==> src/rtl/core/right_triangle_magnitude_angles_top_macros.svh <==
// ----------------------------------------------------------------------------
// Assertion macros for the right-triangle magnitude and angles block.
// Compiled out under SYNTHESIS.
// ----------------------------------------------------------------------------
`ifndef RIGHT_TRIANGLE_MAGNITUDE_ANGLES_TOP_MACROS_SVH
`define RIGHT_TRIANGLE_MAGNITUDE_ANGLES_TOP_MACROS_SVH

`ifndef SYNTHESIS

// Antecedent implies consequent in the same cycle.
`define RTMA_ASSERT_IMP(lbl, clk, rst_n, ante, cons) \
  lbl: assert property (@(posedge clk) disable iff (!rst_n) (ante) |-> (cons)) \
    else $error("rtma: implication check failed");

// Condition holds on every cycle out of reset.
`define RTMA_ASSERT_ALWAYS(lbl, clk, rst_n, cond) \
  lbl: assert property (@(posedge clk) disable iff (!rst_n) (cond)) \
    else $error("rtma: invariant check failed");

`else

`define RTMA_ASSERT_IMP(lbl, clk, rst_n, ante, cons)
`define RTMA_ASSERT_ALWAYS(lbl, clk, rst_n, cond)

`endif

`endif

==> src/rtl/core/rtma_pkg.sv <==
`timescale 1ns / 1ps
// ----------------------------------------------------------------------------
// rtma_pkg
// Shared widths, constants, pipeline word and arctangent table for the
// right-triangle magnitude and angles pipeline.
// ----------------------------------------------------------------------------
package rtma_pkg;

  localparam int RTMA_ITERATIONS = 16;

  // Port widths
  localparam int LEG_W = 16;
  localparam int HYP_W = 17;
  localparam int ANG_W = 15;

  // Square root datapath: 33-bit sum of squares, one root bit per stage
  localparam int SQ_W       = 2 * LEG_W;
  localparam int RAD_W      = 34;
  localparam int ROOT_W     = 35;
  localparam int SQRT_STEPS = 17;

  // CORDIC datapath: legs scaled by 2^8, angle in degrees Q7.16
  localparam int FRAC_SH   = 8;
  localparam int XY_W      = 27;
  localparam int Z_W       = 25;
  localparam int TABLE_LEN = 24;

  localparam logic signed [Z_W-1:0] DEG90_Z   = 25'sd5898240;
  localparam logic [Z_W-1:0]        Z_HALF    = 25'd128;
  localparam logic [ANG_W-1:0]      DEG90_ANG = 15'd23040;

  // Word after the squaring stage
  typedef struct packed {
    logic [SQ_W-1:0]  sq_a;
    logic [SQ_W-1:0]  sq_b;
    logic [LEG_W-1:0] leg_a;
    logic [LEG_W-1:0] leg_b;
  } rtma_sq_t;

  // Word that moves through the iteration stages
  typedef struct packed {
    logic [RAD_W-1:0]        rem;
    logic [ROOT_W-1:0]       root;
    logic signed [XY_W-1:0]  x;
    logic signed [XY_W-1:0]  y;
    logic signed [Z_W-1:0]   z;
    logic                    a_zero;
    logic                    b_zero;
  } rtma_word_t;

  // atan(2^-i) in degrees, Q7.16, rounded to nearest
  function automatic logic [Z_W-1:0] atan_deg(input int idx);
    logic [Z_W-1:0] v;
    unique case (idx)
      0:       v = 25'd2949120;
      1:       v = 25'd1740967;
      2:       v = 25'd919879;
      3:       v = 25'd466945;
      4:       v = 25'd234379;
      5:       v = 25'd117304;
      6:       v = 25'd58666;
      7:       v = 25'd29335;
      8:       v = 25'd14668;
      9:       v = 25'd7334;
      10:      v = 25'd3667;
      11:      v = 25'd1833;
      12:      v = 25'd917;
      13:      v = 25'd458;
      14:      v = 25'd229;
      15:      v = 25'd115;
      16:      v = 25'd57;
      17:      v = 25'd29;
      18:      v = 25'd14;
      19:      v = 25'd7;
      20:      v = 25'd4;
      21:      v = 25'd2;
      22:      v = 25'd1;
      default: v = 25'd0;
    endcase
    return v;
  endfunction

endpackage

==> src/rtl/core/rtma_square.sv <==
`timescale 1ns / 1ps
// ----------------------------------------------------------------------------
// rtma_square
// Two front stages: square both legs, then sum the squares and load the
// CORDIC start vector.
// ----------------------------------------------------------------------------
module rtma_square (
  input  logic                      clk,
  input  logic                      rst_n,
  input  logic                      in_valid,
  output logic                      in_ready,
  input  logic [rtma_pkg::LEG_W-1:0] in_leg_a,
  input  logic [rtma_pkg::LEG_W-1:0] in_leg_b,
  output logic                      out_valid,
  input  logic                      out_ready,
  output rtma_pkg::rtma_word_t      out_word
);
  import rtma_pkg::*;

  logic       sq_v_r;
  rtma_sq_t   sq_r;
  rtma_sq_t   sq_nxt;
  logic       word_v_r;
  rtma_word_t word_r;
  rtma_word_t word_nxt;
  logic       ready_a;
  logic       ready_b;

  // Stage holds unless empty or its consumer takes the word
  assign ready_b  = !word_v_r || out_ready;
  assign ready_a  = !sq_v_r || ready_b;
  assign in_ready = ready_a;

  // Squares
  always_comb begin
    sq_nxt.sq_a  = SQ_W'(in_leg_a) * SQ_W'(in_leg_a);
    sq_nxt.sq_b  = SQ_W'(in_leg_b) * SQ_W'(in_leg_b);
    sq_nxt.leg_a = in_leg_a;
    sq_nxt.leg_b = in_leg_b;
  end

  // Sum of squares and CORDIC start vector
  always_comb begin
    word_nxt.rem    = RAD_W'(sq_r.sq_a) + RAD_W'(sq_r.sq_b);
    word_nxt.root   = '0;
    word_nxt.x      = XY_W'({sq_r.leg_b, {FRAC_SH{1'b0}}});
    word_nxt.y      = XY_W'({sq_r.leg_a, {FRAC_SH{1'b0}}});
    word_nxt.z      = '0;
    word_nxt.a_zero = (sq_r.leg_a == '0);
    word_nxt.b_zero = (sq_r.leg_b == '0);
  end

  // Valid bits
  always_ff @(posedge clk) begin
    if (!rst_n) begin
      sq_v_r   <= 1'b0;
      word_v_r <= 1'b0;
    end else begin
      if (ready_a) sq_v_r <= in_valid;
      if (ready_b) word_v_r <= sq_v_r;
    end
  end

  // Payload
  always_ff @(posedge clk) begin
    if (ready_a && in_valid) sq_r <= sq_nxt;
    if (ready_b && sq_v_r) word_r <= word_nxt;
  end

  assign out_valid = word_v_r;
  assign out_word  = word_r;

endmodule

==> config.mk <==
export PLATFORM = sky130hd
export DESIGN_NAME = rtma_square
export DESIGN_NICKNAME = d
export VERILOG_FILES = /design/src/rtl/core/right_triangle_magnitude_angles_top_macros.svh /design/src/rtl/core/rtma_pkg.sv /design/src/rtl/core/rtma_square.sv
export SDC_FILE = /design/constraint.sdc
export NUM_CORES = 1
export LEC_CHECK = 0
export CAP_MARGIN = 20
export CORE_AREA = 5 5 185 258
export CTS_CLUSTER_DIAMETER = 40
export DETAILED_ROUTE_END_ITERATION = 16
export DIE_AREA = 0 0 190 263
export DONT_BUFFER_PORTS = 1
export SYNTH_ARGS = -nofsm -noshare
export SYNTH_HDL_FRONTEND = slang
export SYNTH_SLANG_ARGS = --single-unit
==> constraint.sdc <==
create_clock -name clk -period 10.78 [get_ports clk]
set_clock_uncertainty 0.2 [all_clocks]
set_input_delay 1.078 -clock clk [delete_from_list [all_inputs] [get_ports clk]]
set_output_delay 1.078 -clock clk [all_outputs]
set_load 0.02 [all_outputs]
# Word-level counts from Yosys, hierarchy flattened
# Cells that the tools add are included.
# op_classes
add_sub_neg	1
n_mul	2
div	0
order_cmp	0
n_eq_ne	0
shifts	0
n_mux	0
bitwise_logic	0
reduce_logical	8
# ops
cell	n
$mul 16x16->32	2
$add 32x32->33	1
$logic_not 16->1	2
$logic_and 1x1->1	2
$logic_not 1->1	2
$logic_or 1x1->1	2
# word_totals
register_bits	166
latch_bits	0
mem_bits_rw	0
romBits	0
output_inout_bits	152
wordCells	22
mem_count	0

# Longest topological paths before layout
# depth
word_depth	4
depth_mapped	25
mapped_depth_nobuf	23

# Least setup slack after synthesis
# Ideal clock, no wire load.
# synth_path
kind	input-to-reg
from	input port in_leg_b[1] (netlist bit)
to	register sq_r[63] (netlist bit), data pin
setup_ns	0.258
arrival_time_ns	6.641
required_time_ns	10.322
path_slack_ns	3.681
stages	20
n_path_buf	2
path_cell_list	clkbuf_1 -> clkbuf_1 -> nand2_1 -> fa_1 -> fa_1 -> inv_1 -> fa_1 -> fa_1 -> fa_1 -> inv_1 -> fa_1 -> inv_1 -> ha_1 -> a21oi_2 -> a2111o_1 -> o21a_4 -> a2111oi_4 -> o21ai_2 -> a311o_1 -> xnor2_1
# synth_lines
item	line	text
start, declared	rtma_square.sv:13	input logic [rtma_pkg::LEG_W-1:0] in_leg_b,
end signal, assigned	rtma_square.sv:66	if (ready_a && in_valid) sq_r <= sq_nxt;
end, declared	rtma_square.sv:21	rtma_sq_t sq_r;

==> run summary <==
Status: finished clean
Max transition margin: 26.00%
Buffers and inverters on the worst path: 5
Unrepaired setup endpoints after global routing: false
CP arrival: 6.98 ns
First-pass GRT wire length: 75710 um
Setup tns final: 0 ns
Max Slew Vio Count: 0
Hold Violations, Final: 0
Highest metal used: met4
Congestion Overflow GR: 0
Total number of vias: 13560
Num rows: 92
Met2 wire length: 24180 um
Mean post-synth cell area: 10.11 sq um
Gpl congestion: 0.9055
Post-synth ARST share: 0%
Post-CTS Setup Bufs: 0
Sink Count: 161
CTS buffer count: 17
Share of cells above drive strength 1: 2.757%
Total global-route track usage: 18.95%
Detailed Route Iter0 Violations: 588
Worst endpoint required time: 10.80 ns
CP cell instances: inv_1 -> nor2_1 -> fa_1 -> inv_1 -> fa_1 -> inv_1 -> fa_1 -> inv_1 -> fa_1 -> inv_1 -> fa_1 -> fa_1 -> ha_1 -> o21ai_0 -> o21ai_0 -> a2111oi_0 -> o21a_4 -> a2111oi_4 -> o21ai_2 -> a311o_1 -> xnor2_1
Pin count of the biggest net entering global routing: 73
Worst-path clk slew: 0.07 ns
Area Growth Syn to Fin: 4.236%
Initial antenna violation count: 0
Seq/Total Area, Yosys: 22.55%
Starting density of the core: 47.45%
Residual DRC: 0
Most common cell in the netlist: inv_1
Yosys top cell area share: 30.37%
Ys flop type: edfxtp_1
# port buffers: 0
Mapped Area: 0.02135 sq mm
PostCTS Resize Cnt: 0
Register bit total from synthesis: 161
Reg2Reg Depth: 9
Die outline area: 0.04997 sq mm
Die Span Y: 263 um
First-pass iteration count of the detailed router: 5
Crit path max fanout: 12
Post-route ant nets: 0
Syn Inst Count: 2112
Die width: 190 um
Ant diodes: 0
Max incr delay on CP: 0.74 ns
Min-Delay Path Class: reg -> reg
Synth cell types: 62
CP Launch Type: input pin
CP top delay family: adder cells
Final Critical Period: 6.964 ns
Fin nets: 2686
Vias in the first global route: 14890
Drt wl/cell: 16.73 um
CTS tree: done
Vias/cell: 4.995
H-tree depth: 4
Most common cell on crit path: fa_1
Final setup viols: 0
Core Util, Final: 49.46%
Flop-to-flop setup slack: 7.57 ns
Worst-Skew Late Latency: 0.47 ns
Top cell type by total area after synthesis: fa_1
Post-CTS Hold Buffers: 0
Io pins: 188
Core box area: 0.04501 sq mm
Met1 wire length: 18160 um
Crit path kind: in -> reg
Final worst-path cycle share: 64.60%
Post-DP HPWL: 37740 um
Max-cap violations: 0
Hold depth: 0
Fmax: 0.1436 GHz
Routed wire length: 45440 um
Synth cell count leaders: inv_1 (511), fa_1 (324), ha_1 (235)
Root buffer cell: clkbuf_16
CP Depth: 21
CTS max path bufs: 2
Met3 WL: 1834 um
Hold Worst Slack: 0.2517 ns
Synth Warn #: 0
CP max-delay cell: a2111oi_0
CP Capture Type: flip-flop
Post-synth EDFFs: 159
Area contributors post-synth: fa_1 (30%), edfxtp_1 (22%), ha_1 (14%), inv_1 (9.0%), nand2_1 (3.0%)
Actual slew at the worst max-slew pin: 1.108 ns
cell usage in the layout, fill, tap and decap left out, types with 14 or more instances in the layout:
cell type    n
xor2_1      27
a21o_1      38
fa_1       324
o21ai_0     32
xnor2_1     68
o21bai_1    14
nor2b_1     17
a21oi_1     74
nor2_1      86
edfxtp_1   159
clkbuf_16   17
inv_1      511
nand2_1    173
ha_1       235
and2_1      77
conb_1      83
final cells by class:
| type | count | area (sq um) |
|---|---|---|
| inverters | 511 | 1918 |
| fillers | 4191 | 22750 |
| clock buffers | 17 | 425.4 |
| flip-flops and latches | 161 | 4815 |
| multi-input cells | 1398 | 14160 |
| well taps | 611 | 764.5 |
| repair buffers | 2 | 15.01 |
| clock inverters | 15 | 158.9 |
sequential cells by signal, summed over array words and instances (netlist names):
register	flops
sq_v_r	1
out_word	67
sq_r	92
out_valid	1
metal layers:
metal / vias to the layer above / track usage, %
met5: - / 0
met4: 0 / 6.338
met3: 80 / 2.677
met2: 305 / 35.12
met1: 6764 / 22.36
li1: 6413 / -
path summary, 6_finish.rpt:
| check | from | endpoint |
|---|---|---|
| setup / recovery | in_leg_b[9] | sq_r[63] |
| hold reg to reg | sq_r[2] | out_word[64] |
| hold / removal | sq_r[2] | out_word[64] |
| setup reg to reg | sq_r[35] | out_word[142] |
worst register-to-register path: cells and delay by family (launching register included):
kind,cells,cell delay [ns]
compound gates,7,1.86
xor+xnor,1,0.17
fa+ha+maj,1,0.33
flops,1,0.39
through the flow:
step | instance area, sq um | instances | worst slack [ns]
floorplan | 21660 | 2194 | 3.681
global placement | 21670 | 2683 | 3.441
detailed placement | 21670 | 2683 | 3.348
CTS | 22260 | 2715 | 3.881
global route | 22260 | 2715 | 3.571
finish | 22260 | 2715 | 3.816
cell families after synthesis:
| logic type | count (synthesis) | synth area share [%] |
|---|---|---|
| xor gates and xnor gates | 95 | 3.896 |
| adders and majority gates | 559 | 44.14 |
| AOI/OAI and AO/OA | 226 | 7.049 |
| muxes | 3 | 0.1523 |
| other | 1 | 0.01756 |
| DFF | 161 | 22.55 |
| buffers and inverters | 635 | 12.62 |
| and+or+nand+nor | 432 | 9.574 |
Power is left out: the tool's default activity adds up to more than one toggle a clock period on the data nets, which glitch-free logic cannot reach.
