<file path="config.mk">
export PLATFORM = sky130hd
export DESIGN_NAME = rtma_finish
export DESIGN_NICKNAME = d
export VERILOG_FILES = /design/src/rtl/core/right_triangle_magnitude_angles_top_macros.svh /design/src/rtl/core/rtma_pkg.sv /design/src/rtl/core/rtma_finish.sv
export SDC_FILE = /design/constraint.sdc
export NUM_CORES = 1
export LEC_CHECK = 0
export ABC_AREA = 0
export BUFFER_PORTS_ARGS = -buffer_cell sky130_fd_sc_hd__buf_2
export CAP_MARGIN = 40
export CORE_AREA = 2 2 121 88
export DETAILED_ROUTE_END_ITERATION = 6
export DIE_AREA = 0 0 123 90
export GPL_TIMING_DRIVEN = 0
export PLACE_DENSITY_LB_ADDON = 0.05
export SYNTH_ARGS = -nofsm -noshare
export SYNTH_HDL_FRONTEND = slang
export SYNTH_SLANG_ARGS = --single-unit
</file>
<file path="constraint.sdc">
create_clock -name clk -period 15.06 [get_ports clk]
set_clock_uncertainty 0.2 [all_clocks]
set_input_delay 4.518 -clock clk [delete_from_list [all_inputs] [get_ports clk]]
set_output_delay 4.518 -clock clk [all_outputs]
set_load 0.05 [all_outputs]
</file>
<file path="src/rtl/core/right_triangle_magnitude_angles_top_macros.svh">
// ----------------------------------------------------------------------------
// Assertion macros for the right-triangle magnitude and angles block.
// Compiled out under SYNTHESIS.
// ----------------------------------------------------------------------------
`ifndef RIGHT_TRIANGLE_MAGNITUDE_ANGLES_TOP_MACROS_SVH
`define RIGHT_TRIANGLE_MAGNITUDE_ANGLES_TOP_MACROS_SVH

`ifndef SYNTHESIS

// Antecedent implies consequent in the same cycle.
`define RTMA_ASSERT_IMP(lbl, clk, rst_n, ante, cons) \
  lbl: assert property (@(posedge clk) disable iff (!rst_n) (ante) |-> (cons)) \
    else $error("rtma: implication check failed");

// Condition holds on every cycle out of reset.
`define RTMA_ASSERT_ALWAYS(lbl, clk, rst_n, cond) \
  lbl: assert property (@(posedge clk) disable iff (!rst_n) (cond)) \
    else $error("rtma: invariant check failed");

`else

`define RTMA_ASSERT_IMP(lbl, clk, rst_n, ante, cons)
`define RTMA_ASSERT_ALWAYS(lbl, clk, rst_n, cond)

`endif

`endif

</file>
<file path="src/rtl/core/rtma_pkg.sv">
`timescale 1ns / 1ps
// ----------------------------------------------------------------------------
// rtma_pkg
// Shared widths, constants, pipeline word and arctangent table for the
// right-triangle magnitude and angles pipeline.
// ----------------------------------------------------------------------------
package rtma_pkg;

  localparam int RTMA_ITERATIONS = 16;

  // Port widths
  localparam int LEG_W = 16;
  localparam int HYP_W = 17;
  localparam int ANG_W = 15;

  // Square root datapath: 33-bit sum of squares, one root bit per stage
  localparam int SQ_W       = 2 * LEG_W;
  localparam int RAD_W      = 34;
  localparam int ROOT_W     = 35;
  localparam int SQRT_STEPS = 17;

  // CORDIC datapath: legs scaled by 2^8, angle in degrees Q7.16
  localparam int FRAC_SH   = 8;
  localparam int XY_W      = 27;
  localparam int Z_W       = 25;
  localparam int TABLE_LEN = 24;

  localparam logic signed [Z_W-1:0] DEG90_Z   = 25'sd5898240;
  localparam logic [Z_W-1:0]        Z_HALF    = 25'd128;
  localparam logic [ANG_W-1:0]      DEG90_ANG = 15'd23040;

  // Word after the squaring stage
  typedef struct packed {
    logic [SQ_W-1:0]  sq_a;
    logic [SQ_W-1:0]  sq_b;
    logic [LEG_W-1:0] leg_a;
    logic [LEG_W-1:0] leg_b;
  } rtma_sq_t;

  // Word that moves through the iteration stages
  typedef struct packed {
    logic [RAD_W-1:0]        rem;
    logic [ROOT_W-1:0]       root;
    logic signed [XY_W-1:0]  x;
    logic signed [XY_W-1:0]  y;
    logic signed [Z_W-1:0]   z;
    logic                    a_zero;
    logic                    b_zero;
  } rtma_word_t;

  // atan(2^-i) in degrees, Q7.16, rounded to nearest
  function automatic logic [Z_W-1:0] atan_deg(input int idx);
    logic [Z_W-1:0] v;
    unique case (idx)
      0:       v = 25'd2949120;
      1:       v = 25'd1740967;
      2:       v = 25'd919879;
      3:       v = 25'd466945;
      4:       v = 25'd234379;
      5:       v = 25'd117304;
      6:       v = 25'd58666;
      7:       v = 25'd29335;
      8:       v = 25'd14668;
      9:       v = 25'd7334;
      10:      v = 25'd3667;
      11:      v = 25'd1833;
      12:      v = 25'd917;
      13:      v = 25'd458;
      14:      v = 25'd229;
      15:      v = 25'd115;
      16:      v = 25'd57;
      17:      v = 25'd29;
      18:      v = 25'd14;
      19:      v = 25'd7;
      20:      v = 25'd4;
      21:      v = 25'd2;
      22:      v = 25'd1;
      default: v = 25'd0;
    endcase
    return v;
  endfunction

endpackage

</file>
<file path="src/rtl/core/rtma_finish.sv">
`timescale 1ns / 1ps
// ----------------------------------------------------------------------------
// rtma_finish
// Output stage: rounds the root, clamps and rounds the angle, forms the
// complementary angle and applies the zero-leg cases.
// ----------------------------------------------------------------------------
module rtma_finish (
  input  logic                       clk,
  input  logic                       rst_n,
  input  logic                       in_valid,
  output logic                       in_ready,
  input  rtma_pkg::rtma_word_t       in_word,
  output logic                       out_valid,
  input  logic                       out_ready,
  output logic [rtma_pkg::HYP_W-1:0] out_hypotenuse,
  output logic [rtma_pkg::ANG_W-1:0] out_angle_opposite_a,
  output logic [rtma_pkg::ANG_W-1:0] out_angle_opposite_b,
  output logic                       out_degenerate
);
  import rtma_pkg::*;

  logic                   v_r;
  logic [HYP_W-1:0]       hyp_r;
  logic [HYP_W-1:0]       hyp_nxt;
  logic [ANG_W-1:0]       ang_a_r;
  logic [ANG_W-1:0]       ang_a_nxt;
  logic [ANG_W-1:0]       ang_b_r;
  logic [ANG_W-1:0]       ang_b_nxt;
  logic                   degen_r;
  logic                   degen_nxt;
  logic [HYP_W-1:0]       root_lo;
  logic signed [Z_W-1:0]  z_clamp;
  logic [Z_W-1:0]         z_sum;
  logic [ANG_W-1:0]       ang_cordic;

  assign in_ready = !v_r || out_ready;

  // Round to nearest: bump when remainder exceeds root
  assign root_lo = in_word.root[HYP_W-1:0];
  assign hyp_nxt = (ROOT_W'(in_word.rem) > in_word.root) ? root_lo + HYP_W'(1) : root_lo;

  // Clamp angle to [0, 90] degrees, then Q7.16 -> Q7.8 with rounding
  always_comb begin
    priority if (in_word.z[Z_W-1]) begin
      z_clamp = '0;
    end else if ($signed(in_word.z) > DEG90_Z) begin
      z_clamp = DEG90_Z;
    end else begin
      z_clamp = in_word.z;
    end
  end

  assign z_sum      = z_clamp + Z_HALF;
  assign ang_cordic = z_sum[FRAC_SH +: ANG_W];

  // Zero-leg cases override the CORDIC angle
  always_comb begin
    degen_nxt = 1'b0;
    priority if (in_word.a_zero && in_word.b_zero) begin
      ang_a_nxt = '0;
      ang_b_nxt = '0;
      degen_nxt = 1'b1;
    end else if (in_word.a_zero) begin
      ang_a_nxt = '0;
      ang_b_nxt = DEG90_ANG;
    end else if (in_word.b_zero) begin
      ang_a_nxt = DEG90_ANG;
      ang_b_nxt = '0;
    end else begin
      ang_a_nxt = ang_cordic;
      ang_b_nxt = DEG90_ANG - ang_cordic;
    end
  end

  always_ff @(posedge clk) begin
    if (!rst_n) begin
      v_r <= 1'b0;
    end else if (in_ready) begin
      v_r <= in_valid;
    end
  end

  always_ff @(posedge clk) begin
    if (in_ready && in_valid) begin
      hyp_r   <= hyp_nxt;
      ang_a_r <= ang_a_nxt;
      ang_b_r <= ang_b_nxt;
      degen_r <= degen_nxt;
    end
  end

  assign out_valid            = v_r;
  assign out_hypotenuse       = hyp_r;
  assign out_angle_opposite_a = ang_a_r;
  assign out_angle_opposite_b = ang_b_r;
  assign out_degenerate       = degen_r;

endmodule

</file>
# Yosys cells after proc, flatten, opt, wreduce, memory -nomap -nowiden
# Index checks and enable logic that the tools add are counted.
# classes
add_sub_neg	3
n_lt_le_gt_ge	2
n_mux	7
n_reduce_logical	6
# ops
operator	count
2-to-1 mux 23 bit	2
2-to-1 mux 15 bit	3
> comparator 34 x 35 -> 1 bit	1
> comparator 25 x 24 -> 1 bit, second input constant	1
adder 23 x 8 -> 23 bit, second input constant	1
adder 17 x 1 -> 17 bit, second input constant	1
2-to-1 mux 17 bit	1
subtractor 15 bit, first input constant	1
OR reduction 3 bit	1
logical AND 1 bit	2
OR reduction 2 bit	1
zero test 1 bit	1
logical OR 1 bit	1
2-to-1 mux 1 bit	1
# totals
regBits	49
in_bits	154
output_inout_bits	50
elab_cells	25

# Depth between registers and ports, before layout
# logic_depth
depth_word	7
depth_mapped	17
depth_no_buf	13

# Worst setup path after synthesis
# No wires, ideal clock.
# synth_path
kind	input to output
start	in out_ready
end	out in_ready
arrival_ps	4945
required_ps	10342
setup_slack_ps	5397
cell_stages	1
path_buffers	0
cell_sequence	nand2b_1
# synth_via
elab_chain_len	1
# synth_lines
item	line_no	text
start, declared	rtma_finish.sv:14	input logic out_ready,
logical OR 1 bit	rtma_finish.sv:36	assign in_ready = !v_r || out_ready;
end, declared	rtma_finish.sv:11	output logic in_ready,
# No other way between the ends.

# Worst setup path after layout
# Same ends and word-level chain as after synthesis.

==> impl_metrics.tcl <==
set metrics [dict create \
    cp.arrival_ns 4.98 \
    relSlewSlack_pct 55.0 \
    synth_top_area_share_pct 36.6 \
    placedCellCount 683 \
    rows 31 \
    die_h_um 90 \
    via_count 3420 \
    hold_class "reg -> reg" \
    vias_per_cell 4.95 \
    fill_cells 987 \
    final-max-slew-violation-count 0 \
    clkPwrFrac_pct 31.9 \
    area_growth_pct 28.2 \
    cp_cell_sequence "buf_2, nand2b_1, buf_2" \
    swShare_pct 30.7 \
    synthArstFlopShare_pct 0 \
    first_iter_violations 189 \
    synthCells 407 \
    remaining_drc_errors 0 \
    cts-htree-levels 2 \
    rsz0062_at_grt "no" \
    synth.area.top_cells "edfxtp_1, ha_1, xnor2_1" \
    drive_gt1_share_pct 32.2 \
    end_kind "primary output" \
    wirelength_mm 9.29 \
    cts_sinks 48 \
    final.setup.tns_ns 0 \
    yosysSeqAreaShare_pct 37.1 \
    p_seq_share_pct 39.6 \
    critPathMaxFanout 3 \
    synth_flop_cell "edfxtp_1" \
    nets 749 \
    grt_use_total_pct 16.9 \
    cts_setup_buffers 0 \
    dr.pass1.iters 4 \
    syn_avg_cell_area_um2 9.49 \
    critical_path_required_ns 10.34 \
    yosys.area.top_type "edfxtp_1" \
    slowest_delay_ns 0.22 \
    drv_cap 0 \
    powerDensity_nw_per_um2 81.2 \
    synth_cell_type_count 62 \
    min_period_ns 9.69 \
    crit_buf_inv 2 \
    synth.top_cells.by_count "edfxtp_1, inv_1, nor2_1" \
    port-buffer-count 143 \
    finalSetupViolCount 0 \
    grt_pass1_wl_mm 15.1 \
    hold_viol 0 \
    status "finished, final reports clean" \
    synth-warning-count 0 \
    cp-start-kind "primary input" \
    ir_drop_mv 0.0677 \
    power_switching_mw 0.123 \
    leakagePower_nw 2.31 \
    cts_buffers 5 \
    cp_slowest_cell "buf_2" \
    ctsHoldBuffers 0 \
    finalWeightedCongestion 0.841 \
    syn_area_um2 3860 \
    cts_resized 0 \
    layout.cells.non_filler 691 \
    antenna_found_initial 0 \
    worstMarginPinSlew_ns 0.675 \
    ant_nets 0 \
    synth_seq_cells 48 \
    dieArea_um2 11100 \
    grt_pass1_vias 3172 \
    diodes 0 \
    power_mw 0.402 \
    multi_input_area_um2 2200 \
    clk_path_buf_depth 2 \
    path_common_cell "buf_2" \
    grt_max_degree 28 \
    core_um2 10000 \
    crit_type "in -> out" \
    start_util_pct 38.6 \
    clkSlewWorstSetupHoldPaths_ns 0.06 \
    synth.most_common_cell "edfxtp_1" \
    max_freq_mhz 103 \
    ios 204 \
    insertion_delay_ns 0.28 \
    pwr-share-comb_pct 28.5 \
    root_buffer "clkbuf_16" \
    wl_per_cell_um 13.4 \
    grt_overflow_total 0 \
    finalCritPeriodShare_pct 64.4 \
    syn_nets 598 \
    cts_tree "built" \
    synth_enable_flop_cells 47 \
    intPower_mw 0.279 \
    seq_area_um2 1430 \
    cp_top_family "buffers and inverters" \
    dp_hpwl_mm 7.84 \
    dieWidth_um 123 \
]
-- worst register-to-register path, cell delays in order, from the launching register on --
cell	delay, ns
dfxtp_1	0.31
nand2b_1	0.09
and2_2	0.60
buf_16	0.25
-- cell type report --
class	instances	area share [%]
Clock buffer	6	2.81
Inverter	44	3.34
Clock inverter	2	0.784
Sequential cell	48	28.9
Timing Repair Buffer	144	15.0
Buffer	14	1.42
Multi-Input combinational cell	301	44.4
Tap cell	132	3.34
-- logic make-up (layout without fill, tap and decap cells) --
logic type | Yosys count | after routing | synth area share, %
AOI/OAI and AO/OA | 76 | 76 | 14.4
xor gates and xnor gates | 36 | 36 | 8.17
adders and majority gates | 37 | 37 | 12.0
buffers and inverters | 58 | 210 | 6.09
DFF | 48 | 48 | 37.1
muxes | 2 | 2 | 0.518
and+or+nand+nor | 150 | 150 | 21.8
-- stage by stage --
step                hold WS, ns  utilization, %  setup slack [ns]  cell area, um2
floorplan                 0.946               -              5.40            3860
global placement          0.301            47.4              5.38            4740
detailed placement        0.322            47.7              5.37            4770
CTS                       0.331            49.4              5.36            4950
global route              0.393            49.4              5.33            4950
finish                    0.326            49.4              5.37            4950
-- registers in the layout, summed over array words and instances, names as in the netlist --
| signal | count |
|---|---|
| out_degenerate | 1 |
| out_angle_opposite_b | 14 |
| out_valid | 1 |
| out_angle_opposite_a | 15 |
| out_hypotenuse | 17 |
-- worst paths after layout --
check | from | end | slack (ns) | cells after the start
min reg2reg | out_valid$_SDFFE_PN0N_ | out_valid$_SDFFE_PN0N_ | 0.33 | 2
min | out_valid$_SDFFE_PN0N_ | out_valid$_SDFFE_PN0N_ | 0.33 | 2
max reg2reg | out_valid$_SDFFE_PN0N_ | out_angle_opposite_b[9]$_SDFFCE_PP0P_ | 13.33 | 3
max | out_ready | in_ready | 5.37 | 3
-- power by group through the flow --
| stage | logic, mW | registers [mW] | clock network [mW] |
|---|---|---|---|
| floorplan | 0.0482 | 0.192 | 0 |
| global placement | 0.112 | 0.162 | 0 |
| detailed placement | 0.115 | 0.162 | 0 |
| CTS | 0.115 | 0.159 | 0.133 |
| global route | 0.127 | 0.160 | 0.139 |
| finish | 0.115 | 0.159 | 0.128 |
-- routing by layer --
layer / vias up / GRT usage (%) / wire [um]
li1: 1778 / - / -
met1: 1546 / 26.1 / 4810
met2: 96 / 24.1 / 3840
met3: 0 / 5.20 / 646
met4: 0 / 0.568 / 0
met5: - / 0 / 0
-- layout by cell type (no fill, tap or decap), types with 7 or more instances in the layout --
cell type  Yosys  layout
nor3_1        10      10
xnor2_1       26      26
a21o_1        12      12
buf_2          5     148
and2_1        10       9
and3_1         8       8
a21oi_1       23      23
nor2_1        39      39
ha_1          37      37
o21ai_0       12      12
nand2_1       20      20
edfxtp_1      47      47
clkbuf_1       7       7
nand3_1       11      11
nand4_1       20      20
inv_1         44      44
xor2_1        10      10
No activity file was read; power rests on OpenSTA's default activity.
