File: src/rtl/core/right_triangle_magnitude_angles_top_macros.svh
// ----------------------------------------------------------------------------
// Assertion macros for the right-triangle magnitude and angles block.
// Compiled out under SYNTHESIS.
// ----------------------------------------------------------------------------
`ifndef RIGHT_TRIANGLE_MAGNITUDE_ANGLES_TOP_MACROS_SVH
`define RIGHT_TRIANGLE_MAGNITUDE_ANGLES_TOP_MACROS_SVH

`ifndef SYNTHESIS

// Antecedent implies consequent in the same cycle.
`define RTMA_ASSERT_IMP(lbl, clk, rst_n, ante, cons) \
  lbl: assert property (@(posedge clk) disable iff (!rst_n) (ante) |-> (cons)) \
    else $error("rtma: implication check failed");

// Condition holds on every cycle out of reset.
`define RTMA_ASSERT_ALWAYS(lbl, clk, rst_n, cond) \
  lbl: assert property (@(posedge clk) disable iff (!rst_n) (cond)) \
    else $error("rtma: invariant check failed");

`else

`define RTMA_ASSERT_IMP(lbl, clk, rst_n, ante, cons)
`define RTMA_ASSERT_ALWAYS(lbl, clk, rst_n, cond)

`endif

`endif

File: src/rtl/core/rtma_pkg.sv
`timescale 1ns / 1ps
// ----------------------------------------------------------------------------
// rtma_pkg
// Shared widths, constants, pipeline word and arctangent table for the
// right-triangle magnitude and angles pipeline.
// ----------------------------------------------------------------------------
package rtma_pkg;

  localparam int RTMA_ITERATIONS = 16;

  // Port widths
  localparam int LEG_W = 16;
  localparam int HYP_W = 17;
  localparam int ANG_W = 15;

  // Square root datapath: 33-bit sum of squares, one root bit per stage
  localparam int SQ_W       = 2 * LEG_W;
  localparam int RAD_W      = 34;
  localparam int ROOT_W     = 35;
  localparam int SQRT_STEPS = 17;

  // CORDIC datapath: legs scaled by 2^8, angle in degrees Q7.16
  localparam int FRAC_SH   = 8;
  localparam int XY_W      = 27;
  localparam int Z_W       = 25;
  localparam int TABLE_LEN = 24;

  localparam logic signed [Z_W-1:0] DEG90_Z   = 25'sd5898240;
  localparam logic [Z_W-1:0]        Z_HALF    = 25'd128;
  localparam logic [ANG_W-1:0]      DEG90_ANG = 15'd23040;

  // Word after the squaring stage
  typedef struct packed {
    logic [SQ_W-1:0]  sq_a;
    logic [SQ_W-1:0]  sq_b;
    logic [LEG_W-1:0] leg_a;
    logic [LEG_W-1:0] leg_b;
  } rtma_sq_t;

  // Word that moves through the iteration stages
  typedef struct packed {
    logic [RAD_W-1:0]        rem;
    logic [ROOT_W-1:0]       root;
    logic signed [XY_W-1:0]  x;
    logic signed [XY_W-1:0]  y;
    logic signed [Z_W-1:0]   z;
    logic                    a_zero;
    logic                    b_zero;
  } rtma_word_t;

  // atan(2^-i) in degrees, Q7.16, rounded to nearest
  function automatic logic [Z_W-1:0] atan_deg(input int idx);
    logic [Z_W-1:0] v;
    unique case (idx)
      0:       v = 25'd2949120;
      1:       v = 25'd1740967;
      2:       v = 25'd919879;
      3:       v = 25'd466945;
      4:       v = 25'd234379;
      5:       v = 25'd117304;
      6:       v = 25'd58666;
      7:       v = 25'd29335;
      8:       v = 25'd14668;
      9:       v = 25'd7334;
      10:      v = 25'd3667;
      11:      v = 25'd1833;
      12:      v = 25'd917;
      13:      v = 25'd458;
      14:      v = 25'd229;
      15:      v = 25'd115;
      16:      v = 25'd57;
      17:      v = 25'd29;
      18:      v = 25'd14;
      19:      v = 25'd7;
      20:      v = 25'd4;
      21:      v = 25'd2;
      22:      v = 25'd1;
      default: v = 25'd0;
    endcase
    return v;
  endfunction

endpackage

File: src/rtl/core/rtma_step.sv
`timescale 1ns / 1ps
// ----------------------------------------------------------------------------
// rtma_step
// One iteration stage: one bit of the square root and one CORDIC vectoring
// rotation, each only where STEP lies within its step count.
// ----------------------------------------------------------------------------
module rtma_step #(
  parameter int STEP       = 0,
  parameter int ITERATIONS = rtma_pkg::RTMA_ITERATIONS
) (
  input  logic                 clk,
  input  logic                 rst_n,
  input  logic                 in_valid,
  output logic                 in_ready,
  input  rtma_pkg::rtma_word_t in_word,
  output logic                 out_valid,
  input  logic                 out_ready,
  output rtma_pkg::rtma_word_t out_word
);
  import rtma_pkg::*;

  localparam int  N_ITER    = (ITERATIONS > TABLE_LEN) ? TABLE_LEN : ITERATIONS;
  localparam bit  DO_SQRT   = (STEP < SQRT_STEPS);
  localparam bit  DO_CORDIC = (STEP < N_ITER);
  localparam int  SQ_SH     = DO_SQRT ? 2 * (SQRT_STEPS - 1 - STEP) : 0;
  localparam logic [ROOT_W-1:0] SQ_BIT = ROOT_W'(1) << SQ_SH;
  localparam logic signed [Z_W-1:0] ATAN_Z = atan_deg(STEP);

  logic                   v_r;
  rtma_word_t             word_r;
  rtma_word_t             word_nxt;
  logic [ROOT_W-1:0]      trial;
  logic signed [XY_W-1:0] dx;
  logic signed [XY_W-1:0] dy;
  logic                   y_pos;

  assign in_ready = !v_r || out_ready;

  assign trial = in_word.root + SQ_BIT;
  assign dx    = $signed(in_word.y) >>> STEP;
  assign dy    = $signed(in_word.x) >>> STEP;
  assign y_pos = !in_word.y[XY_W-1] && (in_word.y != '0);

  // Root bit and rotation
  always_comb begin
    word_nxt = in_word;
    if (DO_SQRT) begin
      if (ROOT_W'(in_word.rem) >= trial) begin
        word_nxt.rem  = in_word.rem - RAD_W'(trial);
        word_nxt.root = (in_word.root >> 1) + SQ_BIT;
      end else begin
        word_nxt.root = in_word.root >> 1;
      end
    end
    if (DO_CORDIC) begin
      if (y_pos) begin
        word_nxt.x = in_word.x + dx;
        word_nxt.y = in_word.y - dy;
        word_nxt.z = in_word.z + ATAN_Z;
      end else begin
        word_nxt.x = in_word.x - dx;
        word_nxt.y = in_word.y + dy;
        word_nxt.z = in_word.z - ATAN_Z;
      end
    end
  end

  always_ff @(posedge clk) begin
    if (!rst_n) begin
      v_r <= 1'b0;
    end else if (in_ready) begin
      v_r <= in_valid;
    end
  end

  always_ff @(posedge clk) begin
    if (in_ready && in_valid) word_r <= word_nxt;
  end

  assign out_valid = v_r;
  assign out_word  = word_r;

endmodule

File: config.mk
export PLATFORM = sky130hd
export DESIGN_NAME = rtma_step
export DESIGN_NICKNAME = d
export VERILOG_FILES = /design/src/rtl/core/right_triangle_magnitude_angles_top_macros.svh /design/src/rtl/core/rtma_pkg.sv /design/src/rtl/core/rtma_step.sv
export SDC_FILE = /design/constraint.sdc
export NUM_CORES = 1
export LEC_CHECK = 0
export BUFFER_PORTS_ARGS = -buffer_cell sky130_fd_sc_hd__buf_2
export CORE_UTILIZATION = 49
export CTS_BUF_LIST = sky130_fd_sc_hd__clkbuf_4 sky130_fd_sc_hd__clkbuf_8 sky130_fd_sc_hd__clkbuf_16
export CTS_CLUSTER_DIAMETER = 150
export CTS_CLUSTER_SIZE = 8
export DETAILED_ROUTE_END_ITERATION = 10
export PLACE_DENSITY = 0.87
export SKIP_CTS_REPAIR_TIMING = 1
export SYNTH_ARGS = -nofsm -noshare
export SYNTH_HDL_FRONTEND = slang
export SYNTH_SLANG_ARGS = --single-unit
File: constraint.sdc
create_clock -name clk -period 4.47 [get_ports clk]
set_input_delay 0.447 -clock clk [delete_from_list [all_inputs] [get_ports clk]]
set_output_delay 0.447 -clock clk [all_outputs]
set_load 0.02 [all_outputs]
### Word level (Yosys, flattened, before mapping)

Cells that the tools add are included.

| operators by class | value |
|---|---|
| $add $sub $neg | 8 |
| reductions and logical operators | 6 |
| magnitude comparators | 1 |
| mux-type cells | 3 |

Operators with widths:

| cell | number |
|---|---|
| 79-bit 2-to-1 mux | 1 |
| 34-bit 2-to-1 mux | 2 |
| 27-bit subtractor | 2 |
| 34-bit by 33-bit adder with 35-bit output (second input constant) | 1 |
| 35-bit by 33-bit adder with 35-bit output (second input constant) | 1 |
| 34-bit by 35-bit >= comparator with 1-bit output | 1 |
| 34-bit subtractor | 1 |
| 27-bit adder | 1 |
| 27-bit nonzero test | 1 |
| 25-bit by 23-bit adder with 25-bit output (second input constant) | 1 |
| 25-bit by 23-bit subtractor with 25-bit output (second input constant) | 1 |
| 1-bit logical AND | 2 |
| 1-bit logical NOT | 2 |
| 1-bit logical OR | 1 |

| storage, ports and cells | value |
|---|---|
| register bits | 151 |
| word-level logic and storage cells | 27 |
| output and inout port bits | 152 |

### Logic depth before layout (Yosys ltp)

| logic depth | value |
|---|---|
| depth after elaboration | 3 |
| depth in mapped cells | 16 |
| mapped depth without buffers | 14 |

### Worst setup path before layout

Ideal clock, no wire load.

| timing | value |
|---|---|
| kind | input-to-reg |
| start point | in out_ready |
| end point | reg word_r (netlist bit out_word[0]), enable pin |
| path slack | -0.210 ns |
| path buffers | 0 |
| arrival time | 4.154 ns |
| stages on the path | 2 |
| required time | 3.944 ns |
| setup time | 0.526 ns |
| cell sequence | nand2b_1 -> and2_1 |

| between the ends | value |
|---|---|
| cells in the longest elaborated chain, start to end | 2 |

Ends and longest elaborated chain:

| item | RTL line | source |
|---|---|---|
| start, declared | rtma_step.sv:17 | `input logic out_ready,` |
| 1-bit logical OR | rtma_step.sv:37 | `assign in_ready = !v_r \|\| out_ready;` |
| 1-bit logical AND | rtma_step.sv:77 | `if (in_ready && in_valid) word_r <= word_nxt;` |
| end signal, assigned | rtma_step.sv:77 |  |
| end, declared | rtma_step.sv:30 | `rtma_word_t word_r;` |

Every way passes these cells.
A chain may end at the register's enable or synchronous reset.

==> flow_summary.ini <==
[pwr]
comb_power_share = 0.323
leakagePower_nw = 6.346
p_int_mw = 3.018
seqPwrFrac = 0.384
power.net_switching_mw = 1.626
p_per_area_nw_per_um2 = 336.1
p_sw_frac = 0.3502
peakVddDrop_mv = 0.2265
p_clk_frac = 0.294

[layout]
final_area_um2 = 13820
final_util = 0.6029
drive_gt1_frac = 0.2508
syn_to_final_growth_pct = 19.21
nets = 1783
fillerInstances = 1958

[worst_setup_path]
cp_cell_sequence = buf_2, inv_1, ha_1, inv_1, fa_1, a21oi_1, o211ai_1, a2111oi_2, o31ai_2, a21oi_1, o31ai_1, a31oi_1, xor2_1, o21ai_1
worstSetupEndpoint = out_word[148]
critPathLaunchType = primary input
r2r_end = out_word[102]
worst-setup-path-type = primary input to flop
critPathLaunch = in_word[116]
required_ns = 4.63
worstReg2RegStart = out_valid
slowest_stage = a2111oi_2
critPathMaxStageDelay_ns = 0.54
worstPathArrival_ns = 3.38
r2r_slack_ns = 2.78
end_kind = flop
critPathMaxFanout = 4
reg2reg_depth = 3

[grt]
grt_use_total = 0.2645
grt_overflow_total = 0
grt_pass1_wl_um = 50100
antenna_found_initial = 3
grt_pass1_vias = 9726
grt_max_degree = 81

[logic_synthesis]
synth-simple-area-share = 0.1236
synth-async-reset-ratio = 0
ys_types = 91
ys_seq_area_frac = 0.3878
ys_ff_latch = 150
synth_warnings = 0
synthesis.nets = 1503
syn-instance-count = 1223
syn_area_um2 = 11590
synth_top_family_by_area = compound AO/OA/AOI/OAI gates
syn_area_per_cell_um2 = 9.477
synth_ff_type = edfxtp_1
synth-compound-area-share = 0.2072
synth.area.mux_share = 0.006909
synth_edf_count = 149
synthAdderAreaFrac = 0.1393
yosys.area_share.xor_xnor = 0.06801

[run]
drv_cap = 0

[floorplan]
dieHeight_um = 155.8
die-area_um2 = 24270
start_util = 0.5058
ios = 306
fp.dieW_um = 155.8
core-area_um2 = 22920
num_rows = 55

[drt]
wl_per_cell_um = 17.72
routed_via_density = 5.578
ant_nets = 0
firstDrtPassIters = 5
wl_um = 32420
vias = 10200
dr.first_iter.drc_count = 945
drc = 0

[sta]
setup_viol = 0
min_period_over_period = 0.7205
max_freq_mhz = 310.5
layout_min_cycle_time_ns = 3.221
hold_viol_final = 0
worst_pin_slew_ns = 0.7953
worst_hold_slack_ns = 0.2079
final_max_slew_viol_count = 0
rsz0062_at_grt = no
finalClockSkew_ns = 0.006857
finalSetupTns_ns = 0
slew-limit-headroom = 0.4698

[clocking]
cts_root_buf = clkbuf_16
htreeDepth = 4
clk_path_buf_depth = 2
clk_pin_slew_ns = 0.07
cts_buffers = 17
cts_tree = done
cts_sinks = 150
clk_latency_ns = 0.41

[outcome]
status = completed

[placement]
post_dp_cell_area_um2 = 13270
dp_hpwl_um = 25590
gp_routability_congestion = 0.9341
io_buffers = 305

[worst_hold_path]
worst_hold_path_type = primary input to flop
layout make-up:
class | instances | area, µm² | share of cell area
multi-input cells | 897 | 6324 | 0.4577
well taps | 313 | 391.6 | 0.02835
inverters | 125 | 469.2 | 0.03396
diodes | 1 | 2.502 | 0.0001811
clock inverters | 14 | 117.6 | 0.008513
flip-flops and latches | 150 | 4494 | 0.3253
repair buffers | 312 | 1592 | 0.1152
clock buffers | 17 | 425.4 | 0.03079
worst min-delay path by stage:
stage,cells after the start,from,end,slack [ns]
floorplan,0,in_word[0],out_word[0],0.55
global route,1,in_word[6],out_word[6],0.18
finish,1,in_word[6],out_word[6],0.21
CTS,1,in_word[6],out_word[6],0.18
detailed placement,2,out_valid,out_valid,0.55
global placement,2,out_valid,out_valid,0.51
routing by layer:
layer,global-route usage,up-vias,wire [µm]
met5,0,-,31
met4,0.1027,4,1034
met3,0.04778,69,2281
met2,0.4577,481,15670
met1,0.3261,4713,13400
li1,-,4936,-
power groups by stage:
stage               Clock, mW  Sequential (mW)  Combinational (mW)
floorplan                   0             2.00               0.849
global placement            0             1.81                1.45
detailed placement          0             1.81                1.48
CTS                      1.39             1.78                1.48
global route             1.45             1.79                1.63
finish                   1.36             1.78                1.50
cell usage in the layout, fill, tap and decap left out, types with 4 or more instances in the layout:
cell / n
a211oi_1: 10
a21o_1: 34
a21o_2: 5
a21oi_1: 133
a221oi_1: 4
a31oi_1: 16
and3_1: 9
buf_2: 305
buf_4: 6
clkbuf_16: 17
clkinvlp_4: 4
edfxtp_1: 149
fa_1: 5
ha_1: 121
inv_1: 121
inv_6: 5
mux2i_1: 8
nand2_1: 83
nand2b_1: 14
nand3_1: 20
nand4_1: 7
nor2_1: 109
nor2b_1: 12
nor3_1: 13
nor4_1: 10
o211ai_1: 7
o21a_1: 4
o21ai_0: 45
o21ai_1: 25
o21bai_1: 19
o31ai_1: 8
or3_1: 8
xnor2_1: 61
xor2_1: 29
state kept, by name, summed over array words and instances (netlist names):
| register | cells |
|---|---|
| out_word | 149 |
| out_valid | 1 |
critical path: cells and delay by family:
kind            cells  cell delay [ns]
compound gates      8             1.98
xor+xnor            1             0.16
fa+ha+maj           2             0.57
buf+inv             3             0.22
Yosys cell counts, drive strengths merged (4+ instances only):
cell type / number / area (µm²)
o311ai: 4 / 42.55
nand3: 20 / 100.1
o21ai: 71 / 359.1
a21oi: 135 / 683.2
and2: 4 / 25.02
nor2: 110 / 415.4
ha: 121 / 1514
a31oi: 17 / 112.6
o211ai: 8 / 65.06
nand4: 7 / 43.79
o31ai: 12 / 127.6
and3: 10 / 63.81
nor2b: 13 / 88.83
a311oi: 5 / 56.31
a21boi: 4 / 33.78
a221oi: 4 / 35.03
nor3: 13 / 65.06
nand2b: 14 / 87.58
inv: 124 / 465.5
or3: 8 / 50.05
nor4: 10 / 62.56
a21o: 39 / 299.0
mux2i: 8 / 80.08
xnor2: 61 / 534.3
nand2: 84 / 317.8
buf: 18 / 136.4
fa: 5 / 100.1
o41ai: 4 / 50.05
o21a: 4 / 30.03
a211oi: 11 / 87.58
edfxtp: 149 / 4474
o21bai: 19 / 142.6
xor2: 29 / 254.0
clkbuf: 33 / 173.9
per-stage QoR:
stage	setup slack (ns)	std cells	power, mW
after global placement	0.9237	1797	3.261
after CTS	1.317	1828	4.663
after global routing	1.079	1829	4.869
after detailed placement	0.8759	1797	3.287
after floorplan	1.364	1223	2.848
final	1.249	1829	4.644
cell families after synthesis:
family                   after synthesis
XOR/XNOR                              90
multiplexers                           8
AND/OR/NAND/NOR                      306
AO/OA/AOI/OAI                        367
buffers and inverters                176
flip-flops                           150
adder cells (fa/ha/maj)              126
Power figures use the tool's default switching activity.
